### src/mps_pkg.sv
package mps_pkg;

    localparam int COUNT_WIDTH = 16;
    localparam int TICK_WIDTH  = 16;
    localparam int ADDR_WIDTH  = 5;

    localparam logic [31:0] COUNT_MAX32 = (COUNT_WIDTH >= 32) ? 32'hFFFF_FFFF
                                        : ((32'd1 << COUNT_WIDTH) - 32'd1);

    // actions
    localparam logic [2:0] ACT_TICK      = 3'd0;
    localparam logic [2:0] ACT_POWER_ON  = 3'd1;
    localparam logic [2:0] ACT_POWER_OFF = 3'd2;
    localparam logic [2:0] ACT_RESET     = 3'd3;
    localparam logic [2:0] ACT_CRASH     = 3'd4;
    localparam logic [2:0] ACT_PIN_EVENT = 3'd5;

    // reported modem states
    localparam logic [2:0] ST_OFFLINE     = 3'd0;
    localparam logic [2:0] ST_BOOTING     = 3'd1;
    localparam logic [2:0] ST_ONLINE      = 3'd2;
    localparam logic [2:0] ST_CRASH_RESET = 3'd3;
    localparam logic [2:0] ST_CRASH_EXIT  = 3'd4;

    // sequence phases
    localparam logic [2:0] PH_IDLE   = 3'd0;
    localparam logic [2:0] PH_HOLD   = 3'd1;
    localparam logic [2:0] PH_WAIT   = 3'd2;
    localparam logic [2:0] PH_PULSE  = 3'd3;
    localparam logic [2:0] PH_SETTLE = 3'd4;
    localparam logic [2:0] PH_REQ    = 3'd5;

    // pin vector bit positions
    localparam int PIN_REQ  = 0;
    localparam int PIN_ON   = 1;
    localparam int PIN_RST  = 2;
    localparam int PIN_HOST = 3;
    localparam int PIN_DUMP = 4;

    // register indexes
    localparam logic [2:0] REG_RESET_HOLD   = 3'd0;
    localparam logic [2:0] REG_BOOT_WAIT    = 3'd1;
    localparam logic [2:0] REG_ON_PULSE     = 3'd2;
    localparam logic [2:0] REG_SETTLE       = 3'd3;
    localparam logic [2:0] REG_RESET_REQ    = 3'd4;
    localparam logic [2:0] REG_HAVE_CONTROL = 3'd5;
    localparam logic [2:0] REG_HAVE_DUMP    = 3'd6;
    localparam logic [2:0] REG_HAVE_STATUS  = 3'd7;

    typedef struct packed {
        logic [2:0] action;
        logic       modem_active_level;
        logic       modem_dump_level;
    } in_t;

    typedef struct packed {
        logic       reset_req_pin;
        logic       power_on_pin;
        logic       modem_reset_pin;
        logic       host_active_pin;
        logic       dump_out_pin;
        logic [2:0] modem_state;
        logic       state_report_valid;
        logic       busy_res;
        logic       rejected;
    } out_t;

    typedef struct packed {
        logic [TICK_WIDTH-1:0] reset_hold_ticks;
        logic [TICK_WIDTH-1:0] boot_wait_ticks;
        logic [TICK_WIDTH-1:0] on_pulse_ticks;
        logic [TICK_WIDTH-1:0] settle_ticks;
        logic [TICK_WIDTH-1:0] reset_req_ticks;
        logic                  have_control_lines;
        logic                  have_dump_out_line;
        logic                  have_status_lines;
    } cfg_t;

    // clamp a tick register into the countdown width
    function automatic logic [COUNT_WIDTH-1:0] load_count(input logic [TICK_WIDTH-1:0] ticks);
        logic [31:0] t;
        t = {{(32-TICK_WIDTH){1'b0}}, ticks};
        if (t > COUNT_MAX32)
            t = COUNT_MAX32;
        return t[COUNT_WIDTH-1:0];
    endfunction

endpackage

### src/mps_cfg_regs.sv
module mps_cfg_regs (
    input  logic                             clk,
    input  logic                             rst_n,
    input  logic                             psel,
    input  logic                             penable,
    input  logic                             pwrite,
    input  logic [mps_pkg::ADDR_WIDTH-1:0]   paddr,
    input  logic [31:0]                      pwdata,
    output logic [31:0]                      prdata,
    output logic                             pready,
    output mps_pkg::cfg_t                    cfg
);

    mps_pkg::cfg_t cfg_reg;
    logic [2:0]    idx;
    logic          wr_en;

    assign idx    = paddr[4:2];
    assign wr_en  = psel && penable && pwrite;
    assign pready = 1'b1;
    assign cfg    = cfg_reg;

    always_ff @(posedge clk or negedge rst_n)
    begin
        if (!rst_n)
        begin
            cfg_reg.reset_hold_ticks   <= 16'd10000;
            cfg_reg.boot_wait_ticks    <= 16'd5000;
            cfg_reg.on_pulse_ticks     <= 16'd6;
            cfg_reg.settle_ticks       <= 16'd2000;
            cfg_reg.reset_req_ticks    <= 16'd1000;
            cfg_reg.have_control_lines <= 1'b1;
            cfg_reg.have_dump_out_line <= 1'b1;
            cfg_reg.have_status_lines  <= 1'b1;
        end
        else if (wr_en)
        begin
            unique case (idx)
                mps_pkg::REG_RESET_HOLD:   cfg_reg.reset_hold_ticks   <= pwdata[15:0];
                mps_pkg::REG_BOOT_WAIT:    cfg_reg.boot_wait_ticks    <= pwdata[15:0];
                mps_pkg::REG_ON_PULSE:     cfg_reg.on_pulse_ticks     <= pwdata[15:0];
                mps_pkg::REG_SETTLE:       cfg_reg.settle_ticks       <= pwdata[15:0];
                mps_pkg::REG_RESET_REQ:    cfg_reg.reset_req_ticks    <= pwdata[15:0];
                mps_pkg::REG_HAVE_CONTROL: cfg_reg.have_control_lines <= pwdata[0];
                mps_pkg::REG_HAVE_DUMP:    cfg_reg.have_dump_out_line <= pwdata[0];
                mps_pkg::REG_HAVE_STATUS:  cfg_reg.have_status_lines  <= pwdata[0];
                default: ;
            endcase
        end
    end

    always_comb
    begin
        prdata = 32'd0;
        unique case (idx)
            mps_pkg::REG_RESET_HOLD:   prdata = {16'd0, cfg_reg.reset_hold_ticks};
            mps_pkg::REG_BOOT_WAIT:    prdata = {16'd0, cfg_reg.boot_wait_ticks};
            mps_pkg::REG_ON_PULSE:     prdata = {16'd0, cfg_reg.on_pulse_ticks};
            mps_pkg::REG_SETTLE:       prdata = {16'd0, cfg_reg.settle_ticks};
            mps_pkg::REG_RESET_REQ:    prdata = {16'd0, cfg_reg.reset_req_ticks};
            mps_pkg::REG_HAVE_CONTROL: prdata = {31'd0, cfg_reg.have_control_lines};
            mps_pkg::REG_HAVE_DUMP:    prdata = {31'd0, cfg_reg.have_dump_out_line};
            mps_pkg::REG_HAVE_STATUS:  prdata = {31'd0, cfg_reg.have_status_lines};
            default:                   prdata = 32'd0;
        endcase
    end

endmodule

### src/mps_core.sv
module mps_core (
    input  logic           clk,
    input  logic           rst_n,
    input  logic           fire,
    input  mps_pkg::in_t   item,
    input  mps_pkg::cfg_t  cfg,
    output mps_pkg::out_t  result
);

    logic [2:0]                      cur_reg, cur_next;
    logic [2:0]                      phase_reg, phase_next;
    logic [mps_pkg::COUNT_WIDTH-1:0] count_reg, count_next;
    logic [4:0]                      pins_reg, pins_next;

    logic       busy;
    logic       finish;
    logic       rejected;
    logic       report_valid;
    logic       released;

    always_ff @(posedge clk or negedge rst_n)
    begin
        if (!rst_n)
        begin
            cur_reg   <= mps_pkg::ST_OFFLINE;
            phase_reg <= mps_pkg::PH_IDLE;
            count_reg <= '0;
            pins_reg  <= '0;
        end
        else if (fire)
        begin
            cur_reg   <= cur_next;
            phase_reg <= phase_next;
            count_reg <= count_next;
            pins_reg  <= pins_next;
        end
    end

    assign busy     = (phase_reg != mps_pkg::PH_IDLE);
    assign released = pins_reg[mps_pkg::PIN_RST];

    always_comb
    begin
        cur_next     = cur_reg;
        phase_next   = phase_reg;
        count_next   = count_reg;
        pins_next    = pins_reg;
        finish       = 1'b0;
        rejected     = 1'b0;
        report_valid = 1'b0;

        case (item.action)
            mps_pkg::ACT_TICK:
            begin
                if (busy)
                begin
                    if (count_reg > mps_pkg::COUNT_WIDTH'(1))
                        count_next = count_reg - mps_pkg::COUNT_WIDTH'(1);
                    else
                    begin
                        unique case (phase_reg)
                            mps_pkg::PH_HOLD:
                            begin
                                pins_next[mps_pkg::PIN_RST] = 1'b1;
                                phase_next = mps_pkg::PH_WAIT;
                                count_next = mps_pkg::load_count(cfg.boot_wait_ticks);
                            end
                            mps_pkg::PH_WAIT:
                            begin
                                pins_next[mps_pkg::PIN_REQ] = 1'b1;
                                pins_next[mps_pkg::PIN_ON]  = 1'b1;
                                phase_next = mps_pkg::PH_PULSE;
                                count_next = mps_pkg::load_count(cfg.on_pulse_ticks);
                            end
                            mps_pkg::PH_PULSE:
                            begin
                                pins_next[mps_pkg::PIN_ON] = 1'b0;
                                phase_next = mps_pkg::PH_SETTLE;
                                count_next = mps_pkg::load_count(cfg.settle_ticks);
                            end
                            mps_pkg::PH_SETTLE:
                                finish = 1'b1;
                            mps_pkg::PH_REQ:
                            begin
                                pins_next[mps_pkg::PIN_REQ] = 1'b1;
                                finish = 1'b1;
                            end
                            default:
                            begin
                                phase_next = mps_pkg::PH_IDLE;
                                count_next = '0;
                            end
                        endcase
                    end
                end
            end
            mps_pkg::ACT_POWER_ON:
            begin
                if (busy || !cfg.have_control_lines)
                    rejected = 1'b1;
                else
                begin
                    pins_next[mps_pkg::PIN_REQ] = 1'b0;
                    pins_next[mps_pkg::PIN_ON]  = 1'b0;
                    pins_next[mps_pkg::PIN_RST] = 1'b0;
                    phase_next = mps_pkg::PH_HOLD;
                    count_next = mps_pkg::load_count(cfg.reset_hold_ticks);
                end
            end
            mps_pkg::ACT_POWER_OFF:
            begin
                if (busy || !cfg.have_control_lines)
                    rejected = 1'b1;
                else
                begin
                    pins_next[mps_pkg::PIN_REQ]  = 1'b0;
                    pins_next[mps_pkg::PIN_ON]   = 1'b0;
                    pins_next[mps_pkg::PIN_RST]  = 1'b0;
                    pins_next[mps_pkg::PIN_HOST] = 1'b0;
                    cur_next = mps_pkg::ST_OFFLINE;
                end
            end
            mps_pkg::ACT_RESET:
            begin
                if (busy || !cfg.have_control_lines)
                    rejected = 1'b1;
                else
                begin
                    pins_next[mps_pkg::PIN_REQ] = 1'b0;
                    cur_next   = mps_pkg::ST_OFFLINE;
                    phase_next = mps_pkg::PH_REQ;
                    count_next = mps_pkg::load_count(cfg.reset_req_ticks);
                end
            end
            mps_pkg::ACT_CRASH:
            begin
                if (busy || !cfg.have_dump_out_line)
                    rejected = 1'b1;
                else
                    pins_next[mps_pkg::PIN_DUMP] = 1'b1;
            end
            mps_pkg::ACT_PIN_EVENT:
            begin
                if (cfg.have_control_lines && cfg.have_status_lines)
                begin
                    report_valid = 1'b1;
                    if (released && item.modem_active_level)
                        cur_next = mps_pkg::ST_ONLINE;
                    else if (released)
                    begin
                        if (cur_reg == mps_pkg::ST_ONLINE)
                            cur_next = item.modem_dump_level ? mps_pkg::ST_CRASH_EXIT
                                                             : mps_pkg::ST_CRASH_RESET;
                        else
                            cur_next = mps_pkg::ST_BOOTING;
                    end
                    else
                        cur_next = mps_pkg::ST_OFFLINE;
                end
            end
            default: ;
        endcase

        // end of power-on or reset-request sequence
        if (finish)
        begin
            pins_next[mps_pkg::PIN_HOST] = 1'b1;
            if (cfg.have_dump_out_line)
                pins_next[mps_pkg::PIN_DUMP] = 1'b0;
            cur_next   = mps_pkg::ST_BOOTING;
            phase_next = mps_pkg::PH_IDLE;
            count_next = '0;
        end
    end

    always_comb
    begin
        result.reset_req_pin      = pins_next[mps_pkg::PIN_REQ];
        result.power_on_pin       = pins_next[mps_pkg::PIN_ON];
        result.modem_reset_pin    = pins_next[mps_pkg::PIN_RST];
        result.host_active_pin    = pins_next[mps_pkg::PIN_HOST];
        result.dump_out_pin       = pins_next[mps_pkg::PIN_DUMP];
        result.modem_state        = cur_next;
        result.state_report_valid = report_valid;
        result.busy_res           = (phase_next != mps_pkg::PH_IDLE);
        result.rejected           = rejected;
    end

endmodule

### src/modem_power_sequencer_unit.sv
// An accepted item is held in the input register and then in the result register.
// Throughput: one item per cycle while results are taken; a result held by the receiver
// stalls the input once the input register is also full.
// Each item's sequencer update is a single pass of logic from the input register.
// Reset (rst_n, async low): modem offline, no sequence running, all pins low,
// tick registers and line-present flags at their defaults, both stages empty.
module modem_power_sequencer_unit (
    input  logic                           clk,
    input  logic                           rst_n,
    input  logic                           in_valid,
    output logic                           in_ready,
    input  mps_pkg::in_t                   in_data,
    output logic                           out_valid,
    input  logic                           out_ready,
    output mps_pkg::out_t                  out_data,
    input  logic                           psel,
    input  logic                           penable,
    input  logic                           pwrite,
    input  logic [mps_pkg::ADDR_WIDTH-1:0] paddr,
    input  logic [31:0]                    pwdata,
    output logic [31:0]                    prdata,
    output logic                           pready
);

    mps_pkg::cfg_t cfg;
    mps_pkg::in_t  in_reg;
    mps_pkg::out_t out_reg;
    mps_pkg::out_t result;
    logic          in_valid_reg;
    logic          out_valid_reg;
    logic          advance;

    mps_cfg_regs u_cfg (
        .clk     (clk),
        .rst_n   (rst_n),
        .psel    (psel),
        .penable (penable),
        .pwrite  (pwrite),
        .paddr   (paddr),
        .pwdata  (pwdata),
        .prdata  (prdata),
        .pready  (pready),
        .cfg     (cfg)
    );

    mps_core u_core (
        .clk    (clk),
        .rst_n  (rst_n),
        .fire   (advance),
        .item   (in_reg),
        .cfg    (cfg),
        .result (result)
    );

    // item moves into the result register when that slot is free or draining
    assign advance  = in_valid_reg && (!out_valid_reg || out_ready);
    assign in_ready = !in_valid_reg || advance;

    always_ff @(posedge clk or negedge rst_n)
    begin
        if (!rst_n)
        begin
            in_valid_reg  <= 1'b0;
            out_valid_reg <= 1'b0;
        end
        else
        begin
            if (in_ready)
                in_valid_reg <= in_valid;
            if (advance)
                out_valid_reg <= 1'b1;
            else if (out_ready)
                out_valid_reg <= 1'b0;
        end
    end

    always_ff @(posedge clk)
    begin
        if (in_valid && in_ready)
            in_reg <= in_data;
        if (advance)
            out_reg <= result;
    end

    assign out_valid = out_valid_reg;
    assign out_data  = out_reg;

endmodule
### config.mk
export PLATFORM = sky130hd
export DESIGN_NAME = modem_power_sequencer_unit
export DESIGN_NICKNAME = d
export VERILOG_FILES = /design/src/mps_pkg.sv /design/src/mps_cfg_regs.sv /design/src/mps_core.sv /design/src/modem_power_sequencer_unit.sv
export SDC_FILE = /design/constraint.sdc
export NUM_CORES = 1
export LEC_CHECK = 0
export BUFFER_PORTS_ARGS = -buffer_cell sky130_fd_sc_hd__clkbuf_2
export CELL_PAD_IN_SITES_DETAIL_PLACEMENT = 0
export CELL_PAD_IN_SITES_GLOBAL_PLACEMENT = 1
export CORE_MARGIN = 10
export CORE_UTILIZATION = 50
export CTS_CLUSTER_SIZE = 14
export DETAILED_ROUTE_END_ITERATION = 6
export GPL_TIMING_DRIVEN = 0
export PLACE_DENSITY = 0.94
export SLEW_MARGIN = 20
export SYNTH_ARGS = -nofsm -noshare
export SYNTH_HDL_FRONTEND = slang
export SYNTH_SLANG_ARGS = --single-unit
### constraint.sdc
create_clock -name clk -period 5.4 [get_ports clk]
set_clock_uncertainty 0.2 [all_clocks]
set_input_delay 1.35 -clock clk [delete_from_list [all_inputs] [get_ports clk]]
set_output_delay 1.35 -clock clk [all_outputs]
set_load 0.005 [all_outputs]
==> metrics.txt <==
Bufs on Longest Clock Path 2; most frequent cells in the layout 105 x mux2_2, 85 x dfrtp_1, 57 x clkbuf_2, 56 x nand2_1, 37 x clkbuf_1; Post-synth EDFFs 16; max cap viols 0; Root Driver clkbuf_16; initial core utilization 50.97%; ANT nets after route 0; max incr delay on CP 0.64 ns; FILL cells 1137; Chip Height 138.7 um; HPWL after DPL between 10000 and 15000 um; CTS tree built; final worst-path cycle share 93.36%; synthesized area 7048 um2; PwrDens 416.3 nW/um2; Startpoint Class input pin; # resized after CTS 0; highest-delay cell along the critical path buf_1; vias in the first global route 5692; metal2 WL 9816 um; delay-heaviest family, CP buffers and inverters; Slew Limit Fails 0; share of cells above drive strength 1 37.15%; via count about 5500; Pint 0.002350 W; Worst VDD drop 266.3 uV; Static Leak 3.462 nW; Yosys cell types 62; final setup vio count 0; area leader, netlist dfrtp_1; Core ar. 13830 um2; met3 wire length 1562 um; crit-path most repeated cell clkbuf_2; initial DRC count a little under 600; Final min period 5.041 ns; largest cells by area after synthesis dfrtp_1 30%, mux2_2 17%, dfstp_2 10%; die width 138.7 um; sw power 0.001088 W; Setup CP Type in2out; I/O pins between 90 and 100; Skew-Pair Late Insertion Delay approximately 0.43 ns; Max-slew headroom 31.88%; TritonCTS Buffers 17; pin count of the biggest net entering global routing 73; hold wc startpoint u_core.pins_reg[3]; total track usage 20.82%; Vias/cell about 6.1; first-pass GRT wire length 31800 um; drt wl/cell approximately 22 um; Logic pwr share 26.8%; router iterations before antenna repair 5; Routed WL 20190 um; DRT met1 WL between 8000 and 9000 um; GR Overflow Total 0; Gate Count Post-Synth 618; Synth top area share 30.18%; n_diodes 0; # rows 43; setup tns final 0 ns; CTS Sinks 128; status complete, no violations; leading register cell type out of synthesis dfrtp_1; Reg power frac 40.3%; data required time of the critical path 3.85 ns; H-tree depth 4; Reg-to-Reg Start u_core.phase_reg[1]; sequential share of the synthesized area about 47%; crit path launch paddr[2]; commonest non-fill, non-tap cell in the layout mux2_2; nets 762; placer congestion estimate 0.9198; worst slew pin tran 1.022 ns; Die Area 19240 um2; worst path buffer plus inverter count 5; Net Sw Frac 31.65%; final hold violation count 0; initial antenna violation count 0; Critical Path, Cell by Cell clkbuf_2 -> buf_1 -> buf_2 -> mux4_2 -> inv_1 -> o21ai_0 -> clkbuf_2; DR top layer met4; Max Fclk 198.4 MHz; Synth async-reset ratio 87.50%; clock share of power 32.9%; RSZ-0062 raised after global routing no; Residual DRC 0; Post-CTS Hold Fix Bufs 0; synthesized area per cell 11.40 um2; synthesized flop and latch total roughly 130; Post-CTS Repair Setup Buffers 0; Hold Crit Class reg2reg; IO Port Bufs 58; final hold slack 0.3075 ns; max reg flops between 80 and 90; Worst EP arrival roughly 3.5 ns; Worst setup EP type output pin; Area Overhead vs Synth 17.17%; critical path fanouts, max 10; Worst-path clk slew 0.06 ns; Synth Warn # 0
## routing by layer
| metal | vias up | global-route usage (%) |
|---|---|---|
| met2 | 242 | 33.53 |
| li1 | 2476 | - |
| met4 | 0 | 7.688 |
| met1 | 2752 | 26.14 |
| met5 | - | 0 |
| met3 | 40 | 5.822 |
## through the flow
| step | power (W) | setup WS (ns) | util, % | std cells | cell area (um2) |
|---|---|---|---|---|---|
| after floorplan | 0.001993 | 1.036 | - | 633 | 7104 |
| after global placement | 0.002246 | 0.3629 | 55.11 | 871 | 7620 |
| after detailed placement | 0.002300 | 0.2486 | 55.42 | 872 | 7662 |
| after CTS | 0.003437 | 0.2456 | 59.65 | 904 | 8248 |
| after global routing | 0.003609 | 0.1268 | 59.72 | 904 | 8258 |
| final | 0.003438 | 0.3585 | 59.72 | 904 | 8258 |
## worst min-delay path: stages (launching register included)
cell	delay, ns
dfrtp_1	0.34
o31ai_1	0.07
o21ai_0	0.06
## layout make-up
cell class,count,area [um2],area share [%]
plain buffers,59,299.0,3.621
clock buffers,23,478.0,5.788
clock inverters,9,107.6,1.303
inverters,19,71.32,0.8636
multi-input cells,427,3433,41.58
flip-flops and latches,128,3317,40.17
well taps,180,225.2,2.727
repair buffers,59,326.6,3.955
## cells by family (layout without fill, tap and decap cells)
logic type / Yosys count / count (layout) / synth area share [%]
other cells: 2 / 17 / 0.1066
simple gates: 153 / 153 / 11.13
mux: 130 / 130 / 23.17
buf+inv: 78 / 169 / 5.255
flops: 128 / 128 / 47.06
fa+ha+maj: 2 / 2 / 0.3550
xor+xnor: 8 / 8 / 0.9942
compound gates: 117 / 117 / 11.93
## power by group through the flow
stage          Clock [W]  Sequential [W]  Combinational (W)
2_1_floorplan          0         0.00134           0.000654
3_3_place_gp           0         0.00137           0.000872
3_5_place_dp           0         0.00139           0.000907
4_1_cts          0.00114         0.00138           0.000913
5_1_grt          0.00119         0.00141            0.00101
6_report         0.00113         0.00139           0.000920
## Yosys cell counts (3+ instances only)
library cell,n
a2111oi_0,4
mux2_2,105
or4_1,3
a22o_1,11
nand2b_1,8
a31oi_1,4
nand2_1,56
edfxtp_1,16
a211oi_1,13
mux2i_1,9
nor2_1,18
a221oi_1,5
nor4b_1,3
a21oi_1,12
nor2b_1,11
nand3_1,11
or3_1,4
o21ai_0,26
buf_1,4
nand4_1,3
xnor2_1,6
o31ai_1,7
o221ai_1,3
nor3_1,11
inv_1,19
o41ai_1,8
dfrtp_1,85
buf_4,18
nor4_1,11
a22oi_1,10
clkbuf_1,34
mux4_2,16
dfstp_2,27
## worst paths after layout
check,endpoint,slack (ns),cells after the start
worst max-delay path,prdata[9],0.36,7
worst min-delay path,u_core.pins_reg[3],0.31,2
worst max register to register,u_core.count_reg[5],1.70,7
worst min register to register,u_core.pins_reg[3],0.31,2
max in group asynchronous,u_cfg.cfg[6],3.65,2
min in group asynchronous,u_cfg.cfg[46],0.64,1
No activity file was read; power rests on OpenSTA's default activity.
